===== src/sps_pkg.sv =====
// ----------------------------------------------------------------------------
// sps_pkg
// Shared types and constants for the vector program sequencer: opcodes,
// sequencing phases, configuration register indexes and state structures.
// ----------------------------------------------------------------------------
package sps_pkg;

    // Fixed field widths.
    localparam int WORD_ADDR_BITS = 8;
    localparam int OP_BITS        = 4;
    localparam int CFG_WIDTH      = 9;
    localparam int CFG_IDX_BITS   = 3;
    localparam int SIZE_BITS      = 9;
    localparam int LANE_BITS      = 4;

    // Program word opcodes.
    localparam logic [OP_BITS-1:0] OP_NOP    = 4'd0;
    localparam logic [OP_BITS-1:0] OP_LOAD_A = 4'd1;
    localparam logic [OP_BITS-1:0] OP_LOAD_B = 4'd2;
    localparam logic [OP_BITS-1:0] OP_ADD    = 4'd3;
    localparam logic [OP_BITS-1:0] OP_DOT    = 4'd6;
    localparam logic [OP_BITS-1:0] OP_BUF1   = 4'd7;
    localparam logic [OP_BITS-1:0] OP_BUF2   = 4'd8;
    localparam logic [OP_BITS-1:0] OP_STORE  = 4'd9;
    localparam logic [OP_BITS-1:0] OP_STOP   = 4'd10;

    // Sequencing phases.
    localparam logic [2:0] PH_IDLE = 3'd0;
    localparam logic [2:0] PH_TOP  = 3'd1;
    localparam logic [2:0] PH_LB   = 3'd2;
    localparam logic [2:0] PH_MID  = 3'd3;
    localparam logic [2:0] PH_BUF  = 3'd4;
    localparam logic [2:0] PH_ST   = 3'd5;
    localparam logic [2:0] PH_FIN  = 3'd6;

    // Configuration register indexes.
    localparam logic [CFG_IDX_BITS-1:0] CFG_MODE        = 3'd0;
    localparam logic [CFG_IDX_BITS-1:0] CFG_ELEM_OPCODE = 3'd1;
    localparam logic [CFG_IDX_BITS-1:0] CFG_ROWS        = 3'd2;
    localparam logic [CFG_IDX_BITS-1:0] CFG_INNER       = 3'd3;
    localparam logic [CFG_IDX_BITS-1:0] CFG_COLS        = 3'd4;
    localparam logic [CFG_IDX_BITS-1:0] CFG_LANES_LOG2  = 3'd5;

    // Configuration register file contents.
    typedef struct packed {
        logic                    mode;
        logic [OP_BITS-1:0]      elem_opcode;
        logic [SIZE_BITS-1:0]    rows;
        logic [SIZE_BITS-1:0]    inner;
        logic [SIZE_BITS-1:0]    cols;
        logic [2:0]              lanes_log2;
    } t_cfg;

    // Loop position of the program.
    typedef struct packed {
        logic [7:0]           row_index;
        logic [7:0]           col_group_index;
        logic [LANE_BITS-1:0] lane_index;
        logic [7:0]           inner_index;
        logic [2:0]           phase;
        logic                 running;
    } t_state;

endpackage


===== src/sps_step.sv =====
// ----------------------------------------------------------------------------
// sps_step
// Next-word logic: from the current loop position, the configuration and
// the restart bit, forms the next program word and the next loop position.
// ----------------------------------------------------------------------------
module sps_step #(
    parameter int ADDR_BITS = sps_pkg::WORD_ADDR_BITS
) (
    input  sps_pkg::t_cfg                       i_cfg,
    input  sps_pkg::t_state                     i_state,
    input  logic                                i_restart,
    output sps_pkg::t_state                     o_state,
    output logic                                o_emit,
    output logic [sps_pkg::OP_BITS-1:0]         o_opcode,
    output logic [ADDR_BITS-1:0]                o_address,
    output logic                                o_last
);

    localparam int PROD_W = 2 * sps_pkg::SIZE_BITS;
    localparam int SUM_W  = PROD_W + 1;

    logic [2:0]                    lanes_l;
    logic [4:0]                    lanes_w;
    logic [sps_pkg::SIZE_BITS-1:0] size_m;
    logic [sps_pkg::SIZE_BITS-1:0] size_n;
    logic [sps_pkg::SIZE_BITS-1:0] size_p;
    logic [sps_pkg::SIZE_BITS-1:0] groups_n;
    logic [sps_pkg::SIZE_BITS-1:0] mul_a;
    logic [sps_pkg::SIZE_BITS-1:0] mul_b;
    logic [sps_pkg::SIZE_BITS-1:0] addend;
    logic [PROD_W-1:0]             prod;
    logic [PROD_W-1:0]             prod_sh;
    logic [SUM_W-1:0]              addr_sum;
    logic [ADDR_BITS-1:0]          addr;
    logic                          at_top;
    logic [2:0]                    eff_phase;
    logic [sps_pkg::SIZE_BITS-1:0] n_plus;
    logic [sps_pkg::SIZE_BITS-1:0] p_plus;
    logic [sps_pkg::SIZE_BITS-1:0] m_plus;
    logic [4:0]                    w_plus;
    logic [sps_pkg::SIZE_BITS-1:0] pw_sum;

    // Clamp sizes and lane count to their legal ranges.
    always_comb begin
        lanes_l  = (i_cfg.lanes_log2 > 3'd4) ? 3'd4 : i_cfg.lanes_log2;
        lanes_w  = 5'd1 << lanes_l;
        size_m   = (i_cfg.rows  > 9'd256) ? 9'd256 : i_cfg.rows;
        size_n   = (i_cfg.inner > 9'd256) ? 9'd256 : i_cfg.inner;
        size_p   = (i_cfg.cols  > 9'd256) ? 9'd256 : i_cfg.cols;
        groups_n = size_n >> lanes_l;
    end

    // Shared address path: one multiply, a shift by the lane count, one add.
    always_comb begin
        pw_sum = {1'b0, i_state.col_group_index} + {5'b0, i_state.lane_index};
        mul_a  = {1'b0, i_state.row_index};
        mul_b  = size_n;
        addend = {1'b0, i_state.inner_index};
        if (i_cfg.mode) begin
            addend = {1'b0, i_state.inner_index} >> lanes_l;
        end else if (i_state.phase == sps_pkg::PH_LB) begin
            mul_a = pw_sum;
        end else if (i_state.phase == sps_pkg::PH_ST) begin
            mul_b  = size_p;
            addend = {1'b0, i_state.col_group_index} >> lanes_l;
        end
        prod     = mul_a * mul_b;
        prod_sh  = prod >> lanes_l;
        addr_sum = {1'b0, prod_sh} + {{(SUM_W-sps_pkg::SIZE_BITS){1'b0}}, addend};
        addr     = addr_sum[ADDR_BITS-1:0];
    end

    // Loop increments, one bit wider than the positions they compare against.
    always_comb begin
        n_plus = {1'b0, i_state.inner_index} + 9'd1;
        m_plus = {1'b0, i_state.row_index} + 9'd1;
        w_plus = {1'b0, i_state.lane_index} + 5'd1;
        p_plus = {1'b0, i_state.col_group_index} + {4'b0, lanes_w};
        at_top = (i_state.phase < sps_pkg::PH_LB) || (i_state.phase > sps_pkg::PH_ST);
    end

    // Program sequencing.
    always_comb begin
        o_state   = i_state;
        o_emit    = 1'b0;
        o_opcode  = sps_pkg::OP_NOP;
        o_address = '0;
        o_last    = 1'b0;
        eff_phase = i_state.phase;

        if (i_restart) begin
            o_state.row_index       = '0;
            o_state.col_group_index = '0;
            o_state.lane_index      = '0;
            o_state.inner_index     = '0;
            o_state.phase           = sps_pkg::PH_TOP;
            o_state.running         = 1'b1;
            o_emit                  = 1'b1;
        end else if (i_state.running) begin
            o_emit = 1'b1;
            if (i_state.phase == sps_pkg::PH_FIN) begin
                o_opcode        = sps_pkg::OP_STOP;
                o_last          = 1'b1;
                o_state.running = 1'b0;
                o_state.phase   = sps_pkg::PH_IDLE;
            end else if (!i_cfg.mode) begin
                // Matrix multiply program.
                if (at_top && ({1'b0, i_state.row_index} >= size_m || size_p == 9'd0)) begin
                    o_opcode        = sps_pkg::OP_STOP;
                    o_last          = 1'b1;
                    o_state.running = 1'b0;
                    o_state.phase   = sps_pkg::PH_IDLE;
                end else if (at_top && {1'b0, i_state.inner_index} < groups_n) begin
                    o_opcode      = sps_pkg::OP_LOAD_A;
                    o_address     = addr;
                    o_state.phase = sps_pkg::PH_LB;
                end else begin
                    // An exhausted inner loop at the top falls straight to BUF2.
                    if (at_top) begin
                        o_state.inner_index = '0;
                        eff_phase           = sps_pkg::PH_BUF;
                    end
                    unique case (eff_phase)
                        sps_pkg::PH_LB: begin
                            o_opcode      = sps_pkg::OP_LOAD_B;
                            o_address     = addr;
                            o_state.phase = sps_pkg::PH_MID;
                        end
                        sps_pkg::PH_MID: begin
                            o_opcode = sps_pkg::OP_DOT;
                            if (n_plus >= groups_n) begin
                                o_state.inner_index = '0;
                                o_state.phase       = sps_pkg::PH_BUF;
                            end else begin
                                o_state.inner_index = n_plus[7:0];
                                o_state.phase       = sps_pkg::PH_TOP;
                            end
                        end
                        sps_pkg::PH_BUF: begin
                            o_opcode = sps_pkg::OP_BUF2;
                            if (w_plus >= lanes_w) begin
                                o_state.lane_index = '0;
                                o_state.phase      = sps_pkg::PH_ST;
                            end else begin
                                o_state.lane_index = w_plus[sps_pkg::LANE_BITS-1:0];
                                o_state.phase      = sps_pkg::PH_TOP;
                            end
                        end
                        default: begin
                            o_opcode           = sps_pkg::OP_STORE;
                            o_address          = addr;
                            o_state.lane_index = '0;
                            if (p_plus >= size_p) begin
                                o_state.col_group_index = '0;
                                if (m_plus >= size_m) begin
                                    o_state.phase = sps_pkg::PH_FIN;
                                end else begin
                                    o_state.row_index = m_plus[7:0];
                                    o_state.phase     = sps_pkg::PH_TOP;
                                end
                            end else begin
                                o_state.col_group_index = p_plus[7:0];
                                o_state.phase           = sps_pkg::PH_TOP;
                            end
                        end
                    endcase
                end
            end else begin
                // Elementwise program.
                unique case (i_state.phase)
                    sps_pkg::PH_LB: begin
                        o_opcode      = sps_pkg::OP_LOAD_B;
                        o_address     = addr;
                        o_state.phase = sps_pkg::PH_MID;
                    end
                    sps_pkg::PH_MID: begin
                        o_opcode      = i_cfg.elem_opcode;
                        o_state.phase = sps_pkg::PH_BUF;
                    end
                    sps_pkg::PH_BUF: begin
                        o_opcode      = sps_pkg::OP_BUF1;
                        o_state.phase = sps_pkg::PH_ST;
                    end
                    sps_pkg::PH_ST: begin
                        o_opcode  = sps_pkg::OP_STORE;
                        o_address = addr;
                        if (({1'b0, i_state.inner_index} + {4'b0, lanes_w}) >= size_n) begin
                            o_state.inner_index = '0;
                            if (m_plus >= size_m) begin
                                o_state.phase = sps_pkg::PH_FIN;
                            end else begin
                                o_state.row_index = m_plus[7:0];
                                o_state.phase     = sps_pkg::PH_TOP;
                            end
                        end else begin
                            o_state.inner_index = i_state.inner_index + {3'b0, lanes_w};
                            o_state.phase       = sps_pkg::PH_TOP;
                        end
                    end
                    default: begin
                        if ({1'b0, i_state.row_index} >= size_m || size_n == 9'd0) begin
                            o_opcode        = sps_pkg::OP_STOP;
                            o_last          = 1'b1;
                            o_state.running = 1'b0;
                            o_state.phase   = sps_pkg::PH_IDLE;
                        end else begin
                            o_opcode      = sps_pkg::OP_LOAD_A;
                            o_address     = addr;
                            o_state.phase = sps_pkg::PH_LB;
                        end
                    end
                endcase
            end
        end
    end

endmodule


===== src/simd_program_sequencer.sv =====
// ----------------------------------------------------------------------------
// simd_program_sequencer
// Emits the instruction program for a vector unit, one word per input item
// taken while running or on restart, in matrix multiply or elementwise form.
// ----------------------------------------------------------------------------
//  Channel   Direction  Handshake                    Payload
//  input     in         i_in_valid / o_in_ready      i_restart
//  output    out        o_out_valid / i_out_ready    o_opcode, o_address, o_last
//  config    in         i_cfg_we                     i_cfg_index, i_cfg_data
//
//  Each taken item's word appears in the output register the cycle after.
//  One item per cycle is sustained while the output drains: the only path
//  is the next-word logic with its single shared address multiplier.
//  Reset is synchronous, clears the loop position and restores the default
//  configuration. A new item is taken while the output word is being
//  transferred; a stalled output holds its word and blocks input while full.
// ----------------------------------------------------------------------------
module simd_program_sequencer #(
    parameter int ADDR_BITS = sps_pkg::WORD_ADDR_BITS
) (
    input  logic                                 i_clk,
    input  logic                                 i_rst_n,
    // Configuration write port
    input  logic                                 i_cfg_we,
    input  logic [sps_pkg::CFG_IDX_BITS-1:0]     i_cfg_index,
    input  logic [sps_pkg::CFG_WIDTH-1:0]        i_cfg_data,
    // Input items
    input  logic                                 i_in_valid,
    output logic                                 o_in_ready,
    input  logic                                 i_restart,
    // Program words
    output logic                                 o_out_valid,
    input  logic                                 i_out_ready,
    output logic [sps_pkg::OP_BITS-1:0]          o_opcode,
    output logic [ADDR_BITS-1:0]                 o_address,
    output logic                                 o_last
);

    sps_pkg::t_cfg                      r_cfg;
    sps_pkg::t_state                    r_state;
    sps_pkg::t_state                    n_state;
    logic                               r_out_valid;
    logic [sps_pkg::OP_BITS-1:0]        r_opcode;
    logic [ADDR_BITS-1:0]               r_address;
    logic                               r_last;
    logic                               step_emit;
    logic [sps_pkg::OP_BITS-1:0]        step_opcode;
    logic [ADDR_BITS-1:0]               step_address;
    logic                               step_last;
    logic                               in_accept;

    // Configuration registers.
    always_ff @(posedge i_clk) begin
        if (!i_rst_n) begin
            r_cfg.mode        <= 1'b0;
            r_cfg.elem_opcode <= sps_pkg::OP_ADD;
            r_cfg.rows        <= 9'd8;
            r_cfg.inner       <= 9'd8;
            r_cfg.cols        <= 9'd8;
            r_cfg.lanes_log2  <= 3'd2;
        end else if (i_cfg_we) begin
            unique case (i_cfg_index)
                sps_pkg::CFG_MODE:        r_cfg.mode        <= i_cfg_data[0];
                sps_pkg::CFG_ELEM_OPCODE: r_cfg.elem_opcode <= i_cfg_data[3:0];
                sps_pkg::CFG_ROWS:        r_cfg.rows        <= i_cfg_data;
                sps_pkg::CFG_INNER:       r_cfg.inner       <= i_cfg_data;
                sps_pkg::CFG_COLS:        r_cfg.cols        <= i_cfg_data;
                sps_pkg::CFG_LANES_LOG2:  r_cfg.lanes_log2  <= i_cfg_data[2:0];
                default: ;
            endcase
        end
    end

    // Next-word logic.
    sps_step #(
        .ADDR_BITS (ADDR_BITS)
    ) u_step (
        .i_cfg     (r_cfg),
        .i_state   (r_state),
        .i_restart (i_restart),
        .o_state   (n_state),
        .o_emit    (step_emit),
        .o_opcode  (step_opcode),
        .o_address (step_address),
        .o_last    (step_last)
    );

    // Input is taken whenever the output register is empty or being drained.
    assign o_in_ready = !r_out_valid || i_out_ready;
    assign in_accept  = i_in_valid && o_in_ready;

    // Loop position.
    always_ff @(posedge i_clk) begin
        if (!i_rst_n) begin
            r_state <= '0;
        end else if (in_accept) begin
            r_state <= n_state;
        end
    end

    // Output register.
    always_ff @(posedge i_clk) begin
        if (!i_rst_n) begin
            r_out_valid <= 1'b0;
        end else if (in_accept) begin
            r_out_valid <= step_emit;
        end else if (i_out_ready) begin
            r_out_valid <= 1'b0;
        end
    end

    always_ff @(posedge i_clk) begin
        if (in_accept && step_emit) begin
            r_opcode  <= step_opcode;
            r_address <= step_address;
            r_last    <= step_last;
        end
    end

    assign o_out_valid = r_out_valid;
    assign o_opcode    = r_opcode;
    assign o_address   = r_address;
    assign o_last      = r_last;

    // The closing flag only ever marks a STOP word.
    a_last_is_stop: assert property (@(posedge i_clk) disable iff (!i_rst_n)
        (o_out_valid && o_last) |-> (o_opcode == sps_pkg::OP_STOP))
        else $error("last flag on a word that is not STOP");

    // A restart always yields a NOP and starts the program.
    a_restart_nop: assert property (@(posedge i_clk) disable iff (!i_rst_n)
        (in_accept && i_restart) |=>
        (o_out_valid && o_opcode == sps_pkg::OP_NOP && !o_last && r_state.running))
        else $error("restart did not produce NOP");

    // An advance while idle produces no word.
    a_idle_silent: assert property (@(posedge i_clk) disable iff (!i_rst_n)
        (in_accept && !i_restart && !r_state.running) |=> !o_out_valid)
        else $error("word produced while idle");

    // The program only stops by emitting the closing STOP.
    a_stop_on_fall: assert property (@(posedge i_clk) disable iff (!i_rst_n)
        ($past(i_rst_n) && $fell(r_state.running)) |-> (o_out_valid && o_last))
        else $error("program stopped without closing STOP");

endmodule


===== config.mk =====
export PLATFORM = sky130hd
export DESIGN_NAME = simd_program_sequencer
export DESIGN_NICKNAME = d
export VERILOG_FILES = /design/src/sps_pkg.sv /design/src/sps_step.sv /design/src/simd_program_sequencer.sv
export SDC_FILE = /design/constraint.sdc
export NUM_CORES = 1
export LEC_CHECK = 0
export ABC_AREA = 1
export BUFFER_PORTS_ARGS = -buffer_cell sky130_fd_sc_hd__buf_2
export CAP_MARGIN = 20
export CORE_MARGIN = 1
export CORE_UTILIZATION = 49
export DETAILED_ROUTE_END_ITERATION = 8
export PLACE_DENSITY_LB_ADDON = 0.1
export SLEW_MARGIN = 40
export SYNTH_ARGS = -nofsm -noshare
export SYNTH_HDL_FRONTEND = slang
export SYNTH_SLANG_ARGS = --single-unit

===== constraint.sdc =====
create_clock -name i_clk -period 7.38 [get_ports i_clk]
set_input_delay 0 -clock i_clk [delete_from_list [all_inputs] [get_ports i_clk]]
set_output_delay 0 -clock i_clk [all_outputs]
set_load 0.01 [all_outputs]

==> flow_summary.yaml <==
setup_path:
  worst_ep_required_time_ns: 7.49
  start_kind: "flop"
  cpMaxStageDelayCell: "fa_1"
  arrival_ns: 6.88
  path_common_cell: "inv_1"
  cp_slowest_stage_delay_ns: 0.58
  cp-end-kind: "flop"
  critPathMaxFanout: 13
  critical_path_class: "flop to flop"
route:
  drc: 0
  wl_per_cell_um: 15.43
  drt_iter0_drc: 819
  dr.pass1.iters: 6
  vias_per_cell: 5.398
  antenna_left: 0
  routed-via-count: 9927
  routed_wl_um: 28370
timing:
  drv_slew: 0
  fin_crit_sh_pct: 91.63
  fin_crit_ns: 6.763
  tightest_slew_ns: 0.7441
  hold_viol: 0
  max_slew_margin_pct: 50.08
  rsz0062_at_grt: "false"
  finalSetupViolCount: 0
  tns_ns: 0
  skew_ns: 0.01431
  max_freq_ghz: 0.1479
global_route:
  grtUsageMet1_pct: 39.18
  grtUsageMet3_pct: 4.399
  grt_pass1_wl_um: 46580
  grt_usage_pct: 29.25
  use_met2_pct: 46.65
  grt_max_degree: 52
  overflow: 0
  antenna_found_initial: 0
  first_global_vias: 9373
  grt_busiest_layer: "met2"
cells_and_area:
  post-route-util_pct: 55.01
  drive_gt1_share_pct: 5.972
  stdcell_count: 1839
  final_nets: 1743
  synthToLayoutAreaGrowth_pct: 9.419
  n_antenna_cell: 0
power_and_ir_drop:
  clockPowerShare_pct: 30.0
  leakagePower_nw: 5.427
  p_sw_share_pct: 41.27
  p_int_mw: 0.9145
  peakVddDrop_mv: 0.1151
  share_seq_of_total_power_pct: 32.5
  power_frac_comb_pct: 37.5
  power.switching_mw: 0.6427
  finalPower_mw: 1.557
  p_per_area_nw_per_um2: 145.0
die:
  rows: 51
  coreArea_um2: 19530
  die_x_um: 143.5
  die_area_um2: 20610
  chipHeight_um: 143.5
  ios: 33
  start_util_pct: 50.28
logic_synthesis:
  ys_ff_latch: 81
  synth_area_um2: 9817
  synth_cell_types: 48
  seq_area_frac_synth_pct: 17.84
  syn_inst: 1533
  synth_most_common_cell: "nand2_1"
  synth_top_area_share_pct: 14.02
  ys.flop_type: "dfxtp_1"
  synth_edf_count: 13
  syn-num-nets: 1707
  synth.area.top_cells: "ha_1, dfxtp_1, nand2_1, inv_1, fa_1"
  avgSynthCellArea_um2: 6.404
  yosysTopAreaCell: "ha_1"
  yosysWarnings: 0
  async_flop_share_pct: 0
  synthTopCellsByCount: "nand2_1, inv_1, nor2_1"
clock_tree:
  root_buffer: "clkbuf_16"
  cts.sinks: 81
  tritoncts: "done"
  clockBufferDepth: 2
  htree_num_levels: 3
  post-cts-setup-buffers: 0
  numCtsBuffers: 9
  clkLatencyLatePin_ns: 0.36
  clk_pin_slew_ns: 0.08
flow_run:
  maxCapViolations: 0
placed_design:
  hpwl_um: 22870
  dpl.cell_count: 1809
  portBuffers: 32
  place.gp.congestion: 0.9487
worst_hold_path:
  hp-class: "input pin to flop"
run_status:
  outcome: "finished clean"
-- layout by cell type (no fill, tap or decap), types with 5 or more instances in the layout --
cell	netlist	layout
nand2_1	361	361
inv_1	272	272
nor2_1	191	189
ha_1	110	109
a21oi_1	99	99
o21ai_0	99	95
nand3_1	75	75
dfxtp_1	68	65
fa_1	46	46
buf_2	6	31
nand4_1	28	28
xor2_1	20	19
buf_4	1	15
dlygate4sd3_1	0	14
o21ai_1	10	13
edfxtp_1	13	13
nor3_1	10	10
o22ai_1	9	9
clkbuf_16	0	9
a21o_1	8	8
or2_2	7	7
o211ai_1	7	7
nand3b_1	7	7
xnor2_1	6	6
nor2_2	3	5
clkinv_1	5	5
o221ai_1	5	5
-- power groups by stage --
stage / registers (mW) / clock network, mW / logic, mW
final: 0.506 / 0.467 / 0.584
after detailed placement: 0.514 / 0 / 0.568
after global routing: 0.509 / 0.495 / 0.673
after CTS: 0.504 / 0.479 / 0.576
after global placement: 0.515 / 0 / 0.560
after floorplan: 0.503 / 0 / 0.418
-- worst max-delay path: cells and delay by family (launching register included) --
family	cells	cell delay [ns]
simple gates	16	1.39
compound gates	4	0.96
flops	1	0.43
buf+inv	10	0.90
fa+ha+maj	6	2.83
-- stage by stage --
step	hold WS (ns)	worst slack, ns	instance area (µm²)
finish	0.02112	0.6174	10740
global route	0.05389	0.03735	10740
CTS	0.008846	0.4528	10710
detailed placement	0.2768	0.4686	10260
global placement	0.2731	0.6079	10260
floorplan	0.1263	1.051	9817
-- timing repair --
item | 4_1_cts | 5_1_grt
resized for setup | 0 | 12
hold buffers | 14 | 0
endpoints found under the setup margin | 0 | 3
endpoints found under the hold margin | 27 | 0
-- state kept, by name, summed over array words and instances, names as in the netlist --
register / cells
o_opcode: 4
o_out_valid: 1
r_cfg: 35
o_last: 1
r_state: 32
o_address: 8
-- per-layer routing --
layer / share of wire [%] / vias up
li1: - / 4977
met1: 45 / 4541
met2: 45 / 348
met3: 6.5 / 61
met4: 3.5 / 0
met5: 0 / -
-- final timing paths --
kind,start,cells past startpoint,slack [ns],to
worst max register to register,r_state[3]$_SDFFE_PN0P_,36,0.62,o_address[7]$_SDFFCE_PP0P_
worst min register to register,r_cfg[32]$_SDFFE_PN0P_,2,0.45,r_cfg[32]$_SDFFE_PN0P_
worst min-delay path,i_restart,3,0.02,r_state[0]$_SDFFE_PN0P_
worst max-delay path,r_state[3]$_SDFFE_PN0P_,36,0.62,o_address[7]$_SDFFCE_PP0P_
-- layout make-up --
type | instances | area, µm²
Fill cell | 2034 | 8785
Multi-Input combinational cell | 1136 | 6888
Sequential cell | 81 | 1755
Inverter | 281 | 1055
Timing Repair Buffer | 60 | 407.9
Tap cell | 265 | 331.6
Clock buffer | 9 | 225.2
Clock inverter | 7 | 78.83
-- kinds of logic (layout without fill, tap and decap cells) --
logic type / Yosys count / after routing / synth area share, %
AOI/OAI and AO/OA: 261 / 261 / 14.77
xor gates and xnor gates: 26 / 26 / 2.320
DFF: 81 / 81 / 17.84
adders and majority gates: 156 / 156 / 23.40
and+or+nand+nor: 693 / 693 / 29.31
buffers and inverters: 316 / 357 / 12.35
Note: power is estimated with default switching activity, not from simulation.
